### src/rtl/idd_pkg.sv
// Shared types and constants of the isotropic diffusion denoiser.
`timescale 1ns / 1ps
`default_nettype none
package idd_pkg;

	localparam int GEO_W      = 9;
	localparam int KAPPA_W    = 15;
	localparam int PASS_W     = 16;
	localparam int CFG_IDX_W  = 2;
	localparam int CFG_DATA_W = 16;
	localparam int PIX_W      = 8;

	localparam logic [CFG_IDX_W-1:0] REG_KAPPA      = 2'd0;
	localparam logic [CFG_IDX_W-1:0] REG_PASS_TOTAL = 2'd1;
	localparam logic [CFG_IDX_W-1:0] REG_WIDTH      = 2'd2;
	localparam logic [CFG_IDX_W-1:0] REG_HEIGHT     = 2'd3;

	localparam logic OP_WRITE = 1'b0;
	localparam logic OP_READ  = 1'b1;

	typedef enum logic [2:0] {
		ST_IDLE,
		ST_READ,
		ST_WAIT,
		ST_MUL,
		ST_WRITE
	} eng_st_t;

	typedef struct packed {
		logic busy;
		logic pass_end;
	} eng_stat_t;

endpackage
`default_nettype wire

### src/rtl/idd_pass_engine.sv
// Diffusion pass sequencer: reads the stencil taps, scales and writes interior pixels, copies border pixels.
`timescale 1ns / 1ps
`default_nettype none
module idd_pass_engine #(
	parameter int IW        = 17,
	parameter int AW        = 16,
	parameter int FRAC_BITS = 8
) (
	input  wire logic                            clk,
	input  wire logic                            arst_n,
	input  wire logic                            start,
	input  wire logic                            more,
	input  wire logic [idd_pkg::KAPPA_W-1:0]     kappa,
	input  wire logic [idd_pkg::GEO_W-1:0]       eff_w,
	input  wire logic [idd_pkg::GEO_W-1:0]       eff_h,
	input  wire logic [IW-1:0]                   total,
	input  wire logic [idd_pkg::PIX_W+FRAC_BITS-1:0] src_data,
	output logic                                 rd_en,
	output logic [AW-1:0]                        rd_addr,
	output logic                                 wr_en,
	output logic [AW-1:0]                        wr_addr,
	output logic [idd_pkg::PIX_W+FRAC_BITS-1:0]  wr_data,
	output idd_pkg::eng_stat_t                   stat
);
	import idd_pkg::*;

	localparam int DW = PIX_W + FRAC_BITS;
	localparam int LW = DW + 3;
	localparam int PW = LW + 16;
	localparam logic [DW-1:0] TOP_VAL = {8'hFF, {FRAC_BITS{1'b0}}};

	eng_st_t st_q, st_d;
	logic [GEO_W-1:0] r_q, c_q;
	logic [IW-1:0] pix_q;
	logic [2:0] tap_q, tap_s1;
	logic vld_s1;
	logic [DW-1:0] ctr_q;
	logic [DW+1:0] sum_q;
	logic signed [PW-1:0] prod_q;
	logic border;
	logic last_tap;
	logic last_pix;
	logic [IW-1:0] tap_idx;
	logic signed [LW-1:0] lap;
	logic signed [PW-1:0] prod_rnd, rsh, v;
	logic [DW-1:0] sat;

	assign border = (r_q == '0) || (c_q == '0) ||
		(r_q == eff_h - GEO_W'(1)) || (c_q == eff_w - GEO_W'(1));
	assign last_tap = border || (tap_q == 3'd4);
	assign last_pix = (pix_q == total - IW'(1));

	always_comb begin
		unique case (tap_q)
			3'd1:    tap_idx = pix_q - IW'(eff_w);
			3'd2:    tap_idx = pix_q - IW'(1);
			3'd3:    tap_idx = pix_q + IW'(1);
			3'd4:    tap_idx = pix_q + IW'(eff_w);
			default: tap_idx = pix_q;
		endcase
	end

	assign lap = $signed(LW'(sum_q)) - $signed(LW'({ctr_q, 2'b00}));
	assign prod_rnd = prod_q + PW'(32768);
	assign rsh = prod_rnd >>> 16;
	assign v = $signed(PW'(ctr_q)) + rsh;

	always_comb begin
		priority if (v[PW-1]) begin
			sat = '0;
		end else if (v > $signed(PW'(TOP_VAL))) begin
			sat = TOP_VAL;
		end else begin
			sat = v[DW-1:0];
		end
	end

	// Next state.
	always_comb begin
		st_d = st_q;
		unique case (st_q)
			ST_IDLE:  if (start) st_d = ST_READ;
			ST_READ:  if (last_tap) st_d = ST_WAIT;
			ST_WAIT:  st_d = ST_MUL;
			ST_MUL:   st_d = ST_WRITE;
			ST_WRITE: st_d = (last_pix && !more) ? ST_IDLE : ST_READ;
			default:  st_d = ST_IDLE;
		endcase
	end

	// Outputs.
	always_comb begin
		rd_en         = (st_q == ST_READ);
		rd_addr       = tap_idx[AW-1:0];
		wr_en         = (st_q == ST_WRITE);
		wr_addr       = pix_q[AW-1:0];
		wr_data       = border ? ctr_q : sat;
		stat.busy     = (st_q != ST_IDLE);
		stat.pass_end = (st_q == ST_WRITE) && last_pix;
	end

	always_ff @(posedge clk or negedge arst_n) begin
		if (!arst_n) begin
			st_q   <= ST_IDLE;
			vld_s1 <= 1'b0;
			r_q    <= '0;
			c_q    <= '0;
			pix_q  <= '0;
			tap_q  <= '0;
		end else begin
			st_q   <= st_d;
			vld_s1 <= (st_q == ST_READ);
			if (st_q == ST_IDLE) begin
				r_q   <= '0;
				c_q   <= '0;
				pix_q <= '0;
				tap_q <= '0;
			end else if (st_q == ST_READ) begin
				tap_q <= tap_q + 3'd1;
			end else if (st_q == ST_WRITE) begin
				tap_q <= '0;
				if (last_pix) begin
					r_q   <= '0;
					c_q   <= '0;
					pix_q <= '0;
				end else begin
					pix_q <= pix_q + IW'(1);
					if (c_q == eff_w - GEO_W'(1)) begin
						c_q <= '0;
						r_q <= r_q + GEO_W'(1);
					end else begin
						c_q <= c_q + GEO_W'(1);
					end
				end
			end
		end
	end

	// Tap data arrives in the cycle after its read is issued.
	always_ff @(posedge clk) begin
		tap_s1 <= tap_q;
		if (vld_s1) begin
			if (tap_s1 == 3'd0) begin
				ctr_q <= src_data;
				sum_q <= '0;
			end else begin
				sum_q <= sum_q + (DW+2)'(src_data);
			end
		end
		if (st_q == ST_MUL) begin
			prod_q <= $signed({1'b0, kappa}) * lap;
		end
	end

endmodule
`default_nettype wire

### config.mk
export PLATFORM = sky130hd
export DESIGN_NAME = idd_pass_engine
export DESIGN_NICKNAME = d
export VERILOG_FILES = /design/src/rtl/idd_pkg.sv /design/src/rtl/idd_pass_engine.sv
export SDC_FILE = /design/constraint.sdc
export NUM_CORES = 1
export LEC_CHECK = 0
export BUFFER_PORTS_ARGS = -buffer_cell sky130_fd_sc_hd__buf_2
export CORE_MARGIN = 3
export CORE_UTILIZATION = 45
export CTS_BUF_LIST = sky130_fd_sc_hd__clkbuf_4 sky130_fd_sc_hd__clkbuf_8
export DETAILED_ROUTE_END_ITERATION = 10
export SLEW_MARGIN = 20
export SYNTH_ARGS = -nofsm -noshare
export SYNTH_HDL_FRONTEND = slang
export SYNTH_SLANG_ARGS = --single-unit
### constraint.sdc
create_clock -name clk -period 13.3 [get_ports clk]
set_clock_uncertainty 0.05 [all_clocks]
set_input_delay 0.665 -clock clk [delete_from_list [all_inputs] [get_ports clk]]
set_output_delay 0.665 -clock clk [all_outputs]
set_load 0.02 [all_outputs]
==> impl_metrics.yaml <==
critical_path:
  reg2regPathDepth: 32
  cp_max_fo: 15
  endpoint_kind: "register"
  start_kind: "register"
  cp_data_arrival_time_ns: 9.59
  crit_buf_inv: 3
  crit_top_cell: "fa_1"
  cpLargestDelayFamily: "adder cells"
  cp.depth: 32
  crit_type: "reg2reg"
  slowest_stage: "nor2_2"
  max_stage_delay_ns: 0.60
  cp.required_ns: 13.43
clocking:
  postCtsHoldBufs: 0
  cts_made_buffers: 9
  clkLatencyLatePin_ns: 0.46
  root_buffer: "clkbuf_8"
  clockBufferDepth: 2
  h-tree-depth: 3
  cts_sinks: 99
  cts_tree: "done"
  cts_setup_buffers: 0
  postCtsResizedCells: 0
  clkTransAtPathRegs_ns: 0.13
timing:
  tightest_slew_ns: 1.08
  maxSlewHeadroom_pct: 27.9
  holdWs_ns: 0.0725
  drv_slew: 0
  max_freq_mhz: 106
  rsz0062_at_grt: "no"
  fin_crit_ns: 9.46
  final_hold_viol_count: 0
  setup_violations: 0
  fin_crit_sh_pct: 71.1
  setup_tns_ns: 0
yosys:
  synth_fa_ha_area_share_pct: 39.4
  synthArstFlopShare_pct: 42.4
  synth.distinct_cells: 76
  avgSynthCellArea_um2: 8.75
  synthCells: 2263
  synth-compound-area-share_pct: 11.1
  yosys_warnings: 0
  synth_area_um2: 19800
  synth_top_family_by_area: "adder cells"
  synth_simple_gate_area_share_pct: 18.7
  ys_ff_latch: 99
  muxShareOfSynthArea_pct: 0.518
  ys_top_cells_by_area: "fa_1 29%, ha_1 10%, edfxtp_1 8.2%"
  yosysSeqAreaShare_pct: 13.8
  synth_top_area_share_pct: 29.1
  synth_area_leader_cell: "fa_1"
  synth_top_flop_cell: "edfxtp_1"
  syn-num-nets: 2783
  synthXorXnorAreaFrac_pct: 6.81
  synth_edf_count: 54
global_routing:
  first_global_vias: 16051
  grt_max_degree: 43
  grt.overflow.total: 0
  grt_first_pass_wirelength_um: 82700
  grt_usage_pct: 22.0
  antenna_found_initial: 0
job:
  drv_cap: 0
cells_and_area:
  final_cell_mix: "374 x inv_1, 288 x fa_1, 217 x nand2_1"
  layout_commonest_cell: "inv_1"
  multiInputGateArea_um2: 15200
  fin_cells: 2885
  nNetsFinal: 2815
  drive_gt1_share_pct: 8.04
  diodes: 0
  syn2layout_area_growth_pct: 6.30
  fill_cells: 4143
  seq_area_um2: 2730
routing:
  viasPerCell: 5.39
  vias: 15551
  drc: 0
  totalWireLength_um: 49600
  firstDrtPassIters: 5
  ant_nets: 0
  drt-initial-drc-count: 730
  wl_per_cell_um: 17.2
hold_path:
  hold_class: "in2async"
placement:
  place.port_buffers: 121
  routabilityCongestion: 0.883
  dp.cells: 2867
  dp_hpwl_um: 39700
die:
  die_y_um: 216
  initial_core_util_pct: 45.8
  dieArea_um2: 46600
  die_x_um: 216
  coreArea_um2: 43300
  rows: 76
  io_pins: 122
outcome:
  outcome: "completed"
cell usage after synthesis (23+ instances only):
cell / instances
xnor2_1: 89
and3_1: 37
nor3_1: 39
dfrtp_1: 42
nand2b_1: 31
fa_1: 288
and2_1: 115
nor2_1: 102
nand3_1: 43
a21oi_1: 67
a21o_1: 23
inv_1: 374
nand2_1: 217
edfxtp_1: 54
xor2_1: 65
nor2b_1: 41
o21ai_0: 111
ha_1: 162
clkbuf_1: 101
sequential cells by signal, summed over array words and instances, names as in the netlist:
name and cells:
pix_q 17, ctr_q 16, prod_q 20, sum_q 18, vld_s1 1, c_q 9, tap_s1 3, tap_q 3
st_q 3, r_q 9
final timing paths:
kind / from / end / slack (ns)
hold reg to reg: tap_q[1] / tap_s1[1] / 0.44
hold / removal: arst_n / r_q[0] / 0.07
setup / recovery: ctr_q[0] / prod_q[34] / 3.84
max in group asynchronous: arst_n / st_q[0] / 12.65
setup reg to reg: ctr_q[0] / prod_q[34] / 3.84
min in group clk: src_data[5] / ctr_q[5] / 0.36
cell families after synthesis:
group / count (synthesis)
AND/OR/NAND/NOR: 715
buffers and inverters: 494
flip-flops: 99
adder cells (fa/ha/maj): 450
multiplexers: 10
AO/OA/AOI/OAI: 341
XOR/XNOR: 154
area by class of cell:
cell class              count  area share, %
clock buffers               9          0.588
clock inverters             7          0.392
inverters                 374           6.67
multi-input cells        1670           72.2
flip-flops and latches     99           13.0
well taps                 585           3.48
repair buffers            141           3.69
layer usage:
layer | GRT usage, % | vias up | wire length, µm
met5 | 0 | - | 0
met4 | 6.68 | 0 | 1290
met3 | 3.14 | 79 | 1640
met2 | 38.3 | 295 | 24700
met1 | 28.4 | 7802 | 22000
li1 | - | 7375 | -
metrics by stage:
step	instance area, µm²	setup slack, ns	util (%)
finish	21000	3.84	48.6
global placement	20800	3.74	48.1
CTS	21000	3.52	48.6
floorplan	19800	4.90	-
detailed placement	20800	3.57	48.1
global route	21000	3.17	48.6
Power is not shown: default switching activity piles up to over one toggle a cycle in this logic, so the estimate is an artifact.
